--- src/rtl/hhbc_pkg.sv ---
// ----------------------------------------------------------------------------
// HTTP header block checker package
// Shared codes, character constants and the per-word step result type.
// ----------------------------------------------------------------------------
package hhbc_pkg;

   // Parse phases.
   localparam logic [2:0] PH_FIRST     = 3'd0;
   localparam logic [2:0] PH_KEY       = 3'd1;
   localparam logic [2:0] PH_SPACE     = 3'd2;
   localparam logic [2:0] PH_VALUE     = 3'd3;
   localparam logic [2:0] PH_LF        = 3'd4;
   localparam logic [2:0] PH_LINESTART = 3'd5;
   localparam logic [2:0] PH_TERM_LF   = 3'd6;
   localparam logic [2:0] PH_DONE      = 3'd7;

   // Byte classes.
   localparam logic [2:0] CL_KEY    = 3'd0;
   localparam logic [2:0] CL_COLON  = 3'd1;
   localparam logic [2:0] CL_SPACE  = 3'd2;
   localparam logic [2:0] CL_VALUE  = 3'd3;
   localparam logic [2:0] CL_LINE   = 3'd4;
   localparam logic [2:0] CL_TERM   = 3'd5;
   localparam logic [2:0] CL_IGNORE = 3'd6;
   localparam logic [2:0] CL_BAD    = 3'd7;

   // Verdicts.
   localparam logic [1:0] V_PARSING  = 2'd0;
   localparam logic [1:0] V_ACCEPTED = 2'd1;
   localparam logic [1:0] V_REJECTED = 2'd2;

   // Characters.
   localparam logic [7:0] CH_COLON  = 8'h3A;
   localparam logic [7:0] CH_HYPHEN = 8'h2D;
   localparam logic [7:0] CH_CR     = 8'h0D;
   localparam logic [7:0] CH_LF     = 8'h0A;
   localparam logic [7:0] CH_SPACE  = 8'h20;

   // Outcome of one byte: next state plus the fields to report.
   typedef struct packed {
      logic [2:0] phase;
      logic [1:0] verdict;
      logic [2:0] byte_class;
      logic [1:0] rsp_verdict;
   } step_result_type;

   // ASCII letters only.
   function automatic logic is_alpha(input logic [7:0] b);
      is_alpha = ((b >= 8'h41) && (b <= 8'h5A)) || ((b >= 8'h61) && (b <= 8'h7A));
   endfunction

endpackage

--- src/rtl/hhbc_step.sv ---
// ----------------------------------------------------------------------------
// HTTP header block checker step logic
// Classifies one byte against the current phase and gives the next state.
// ----------------------------------------------------------------------------
module hhbc_step (
   input  logic [2:0]               phase,
   input  logic [1:0]               verdict,
   input  logic [7:0]               data_byte,
   input  logic                     last_byte,
   output hhbc_pkg::step_result_type result
);
   import hhbc_pkg::*;

   logic [2:0] phase_n;
   logic [1:0] verdict_n;
   logic [2:0] cls;
   logic       key_char;
   logic [1:0] verdict_out;

   assign key_char = is_alpha(data_byte) || (data_byte == CH_HYPHEN);

   // Phase transition and byte class; any rule break rejects at once.
   always_comb begin
      phase_n   = phase;
      verdict_n = verdict;
      cls       = CL_BAD;
      case (phase)
         PH_FIRST: begin
            if (is_alpha(data_byte)) begin
               cls     = CL_KEY;
               phase_n = PH_KEY;
            end else begin
               phase_n   = PH_DONE;
               verdict_n = V_REJECTED;
            end
         end
         PH_KEY: begin
            if (key_char) begin
               cls = CL_KEY;
            end else if (data_byte == CH_COLON) begin
               cls     = CL_COLON;
               phase_n = PH_SPACE;
            end else begin
               phase_n   = PH_DONE;
               verdict_n = V_REJECTED;
            end
         end
         PH_SPACE: begin
            if (data_byte == CH_SPACE) begin
               cls = CL_SPACE;
            end else if (data_byte == CH_CR) begin
               cls     = CL_LINE;
               phase_n = PH_LF;
            end else begin
               cls     = CL_VALUE;
               phase_n = PH_VALUE;
            end
         end
         PH_VALUE: begin
            if (data_byte == CH_CR) begin
               cls     = CL_LINE;
               phase_n = PH_LF;
            end else begin
               cls = CL_VALUE;
            end
         end
         PH_LF: begin
            if (data_byte == CH_LF) begin
               cls     = CL_LINE;
               phase_n = PH_LINESTART;
            end else begin
               phase_n   = PH_DONE;
               verdict_n = V_REJECTED;
            end
         end
         PH_LINESTART: begin
            if (data_byte == CH_CR) begin
               cls     = CL_TERM;
               phase_n = PH_TERM_LF;
            end else if (key_char) begin
               cls     = CL_KEY;
               phase_n = PH_KEY;
            end else if (data_byte == CH_COLON) begin
               cls     = CL_COLON;
               phase_n = PH_SPACE;
            end else begin
               phase_n   = PH_DONE;
               verdict_n = V_REJECTED;
            end
         end
         PH_TERM_LF: begin
            if (data_byte == CH_LF) begin
               cls       = CL_TERM;
               phase_n   = PH_DONE;
               verdict_n = V_ACCEPTED;
            end else begin
               phase_n   = PH_DONE;
               verdict_n = V_REJECTED;
            end
         end
         default: begin
            cls = CL_IGNORE;
         end
      endcase
   end

   // A buffer that ends while still parsing is rejected.
   assign verdict_out = (last_byte && (verdict_n == V_PARSING)) ? V_REJECTED : verdict_n;

   // After the final byte the state goes back to start.
   always_comb begin
      result.byte_class  = cls;
      result.rsp_verdict = verdict_out;
      if (last_byte) begin
         result.phase   = PH_FIRST;
         result.verdict = V_PARSING;
      end else begin
         result.phase   = phase_n;
         result.verdict = verdict_n;
      end
   end

endmodule

--- config.mk ---
export PLATFORM = sky130hd
export DESIGN_NAME = hhbc_step
export DESIGN_NICKNAME = d
export VERILOG_FILES = /design/src/rtl/hhbc_pkg.sv /design/src/rtl/hhbc_step.sv
export SDC_FILE = /design/constraint.sdc
export NUM_CORES = 1
export LEC_CHECK = 0
export ABC_AREA = 1
export BUFFER_PORTS_ARGS = -buffer_cell sky130_fd_sc_hd__buf_2
export CAP_MARGIN = 20
export CORE_AREA = 10 10 47 49
export DETAILED_ROUTE_END_ITERATION = 8
export DIE_AREA = 0 0 57 59
export GPL_ROUTABILITY_DRIVEN = 0
export GPL_TIMING_DRIVEN = 1
export PLACE_DENSITY = 0.76
export REMOVE_ABC_BUFFERS = 1
export SLEW_MARGIN = 20
export SYNTH_ARGS = -nofsm -noshare
export SYNTH_HDL_FRONTEND = slang
export SYNTH_SLANG_ARGS = --single-unit
--- constraint.sdc ---
create_clock -name vclk -period 1.6
set_input_delay 0.08 -clock vclk [all_inputs]
set_output_delay 0.08 -clock vclk [all_outputs]
set_load 0.02 [all_outputs]
* Word-level counts from Yosys, hierarchy flattened *
Cells that the tools add are included.

storage, ports and cells
  output and inout port bits = 10
  input bits = 14
  flip-flop bits (word level) = 0
  logic and storage cells = 48

operators by class
  $lt $le $gt $ge = 4
  reductions and logical operators = 7
  multiplexer cells = 26
  equal/unequal tests = 11

operators with widths
  cell                number
  $pmux 3 s7          2
  $mux 3              13
  $eq 8x6->1 const B  3
  $mux 2              9
  $eq 8x4->1 const B  2
  $ge 8x7->1 const B  2
  $le 8x7->1 const B  2
  $pmux 2 s5          1
  $eq 3x3->1 const B  3
  $eq 3x2->1 const B  2
  $mux 5              1
  $eq 3x1->1 const B  1
  $logic_and 1x1->1   3
  $logic_not 3->1     1
  $logic_not 2->1     1
  $logic_or 1x1->1    2

* Longest topological paths before layout *
  depth in word-level cells = 10
  depth in mapped cells = 10
  gate-level depth less buffers = 10

* Least setup slack after synthesis *
Ideal clock, no wire load.

  path kind = in2out
  start = input port data_byte[6]
  end = output port result[5] (netlist bit)
  stages = 9
  path slack = 0.443 ns
  arrival = 1.077 ns
  data required time = 1.520 ns
  cell sequence = nor2_4 nand3_1 inv_2 nand2_1 o21ai_1 nor2_1 nand3_1 nand2_1 a21oi_1

RTL lines
  what         RTL line         source
  from (decl)  hhbc_step.sv:8   input logic [7:0] data_byte,
  to (decl)    hhbc_step.sv:10  output hhbc_pkg::step_result_type result

==> impl_metrics.py <==
metrics = {
    "timing": {
        "rsz0062_at_grt": "false",
        "fin_crit_sh_pct": 84.4,
        "fin_hold_ws_ns": 0.508,
        "finalHoldViolCount": 0,
        "finalSetupViolations": 0,
        "tightest_slew_ns": 0.307,
        "fin_tns_setup_ns": 0,
        "max_slew_margin_pct": 79.3,
        "period_needed_ns": 1.35,
        "max_freq_mhz": 740,
        "drv_slew": 0,
    },
    "power_and_ir_drop": {
        "power_leakage_nw": 0.391,
        "power.density_nw_per_um2": 293,
        "vdd_drop_max_mv": 0.106,
        "finalPower_mw": 0.190,
    },
    "yosys": {
        "muxShareOfSynthArea_pct": 0,
        "syn_avg_cell_area_sq_um": 4.75,
        "synth_cell_types": 20,
        "ys_seq_area_share_pct": 0,
        "synth_top_family_by_area": "simple AND/OR/NAND/NOR gates",
        "synth_warnings": 0,
        "syn_inst": 107,
        "synth-xor-area-share_pct": 0,
        "synthSimpleGateAreaFrac_pct": 69.5,
        "synthAdderAreaFrac_pct": 0,
        "syn_area_sq_um": 508,
        "synth_compound_area_share_pct": 16.5,
    },
    "place": {
        "numPortBuffers": 24,
        "dpl_cell_area_sq_um": 648,
        "dp_hpwl_mm": 1.37,
    },
    "cells_and_area": {
        "regArea_sq_um": 0,
        "area_delta_synth_final_pct": 27.6,
        "utilization_pct": 46.3,
        "clkbuf_count": 0,
        "diodes": 0,
        "final_area_sq_um": 648,
        "flops_and_latches": 0,
        "nets": 147,
        "final_layout_size_suffix_gt1_share_pct": 31.3,
    },
    "global_routing": {
        "grt_pass1_vias": 695,
        "track_usage_pct": 8.96,
        "grt_overflow_total": 0,
        "grt_start_max_net_pins": 9,
        "antenna_found_initial": 0,
        "grt_pass1_wl_mm": 2.75,
    },
    "run_status": {
        "status": "completed",
    },
    "floorplanning": {
        "die_h_um": 59,
        "initial_core_util_pct": 36.2,
        "pin_count": 24,
        "core-area_sq_um": 1400,
        "die-area_sq_um": 3360,
        "rows": 14,
        "die_w_um": 57,
    },
    "critical_path": {
        "end_kind": "output port",
        "path_class": "input pin to output port",
        "crit_slowest_cell": "buf_2",
        "start_kind": "input pin",
        "path_cells": "buf_2 -> nor2_4 -> nand3_1 -> inv_2 -> nand2_1 -> nand2_1 -> o21a_1 -> nand2_1 -> nor2_2 -> nand4_1 -> buf_2",
        "path_max_fanout": 5,
        "worstPathRequired_ns": 1.52,
        "critPathMaxStageDelay_ns": 0.17,
        "arrival_ns": 1.27,
        "crit_path_frequent_cell": "nand2_1",
    },
    "clock_network": {
        "cts_setup_buffers": 0,
        "cts_resized": 0,
        "postCtsHoldBufs": 0,
    },
    "worst_hold_path": {
        "hp-class": "input pin to output port",
    },
    "detailed_routing": {
        "vias": 749,
        "drt-total-wl_mm": 1.53,
        "vias_per_cell": 5.10,
        "drc_errors": 0,
        "drt-wirelength-per-cell_um": 10.4,
        "drt-initial-drc-count": 21,
        "dr.pass1.iters": 4,
        "ant_nets": 0,
    },
    "run": {
        "drv_cap": 0,
    },
}
cell families (layout without fill, tap and decap cells):
group / after synthesis / in the layout
buffers and inverters: 19 / 43
AOI/OAI and AO/OA: 14 / 14
and+or+nand+nor: 74 / 74
final cells by class:
type / count / area [sq um]
inverter: 19 / 71.3
timing repair buffer: 24 / 120
tap: 16 / 20.0
fill: 170 / 753
multi-input combinational: 88 / 437
path summary, 6_finish.rpt:
kind	start	to	slack, ns	depth (start not counted)
min	last_byte	result[8]	0.51	3
max	data_byte[6]	result[2]	0.25	11
metal layers:
| layer | vias to the layer above | global-route usage [%] | wire length, um |
|---|---|---|---|
| li1 | 396 | - | - |
| met1 | 319 | 10.3 | 669 |
| met2 | 34 | 17.7 | 722 |
| met3 | 0 | 1.50 | 134 |
| met4 | 0 | 0 | 0 |
| met5 | - | 0 | 0 |
critical path: cells and delay by family:
family          cells  cell delay (ns)
compound gates      1             0.16
simple gates        7             0.68
buf+inv             3             0.36
stage by stage:
stage                     setup WS [ns]  cells
final                             0.249    147
after global routing             0.0717    147
after CTS                         0.247    147
after detailed placement          0.254    147
after global placement            0.260    147
after floorplan                   0.443    107
power by group:
| group | switching (mW) | leakage [nW] | internal (mW) |
|---|---|---|---|
| clock | 0 | 0 | 0 |
| combinational | 0.123 | 0.391 | 0.0673 |
| sequential | 0 | 0 | 0 |
cell usage after synthesis:
master	instances	area [sq um]
a21oi_1	5	25.0
a21oi_2	1	8.76
a31oi_1	2	12.5
and3_1	1	6.26
inv_1	14	52.6
inv_2	5	18.8
nand2_1	29	109
nand2_2	4	25.0
nand3_1	11	55.1
nand3_2	3	30.0
nand4_1	4	25.0
nor2_1	17	63.8
nor2_2	2	12.5
nor2_4	1	11.3
nor3_1	1	5.00
nor3_2	1	10.0
o211ai_1	1	7.51
o21a_1	2	15.0
o21ai_0	2	10.0
o21ai_1	1	5.00
cell usage in the layout, fill, tap and decap left out, drive strengths merged:
cell type | netlist | routed
a31oi | 2 | 2
o211ai | 1 | 1
o21a | 2 | 2
nand2 | 33 | 33
a21oi | 6 | 6
nor3 | 2 | 2
nor2 | 20 | 20
inv | 19 | 19
nand3 | 14 | 14
o21ai | 3 | 3
nand4 | 4 | 4
and3 | 1 | 1
buf | 0 | 24
No activity file was read; power rests on OpenSTA's default activity.
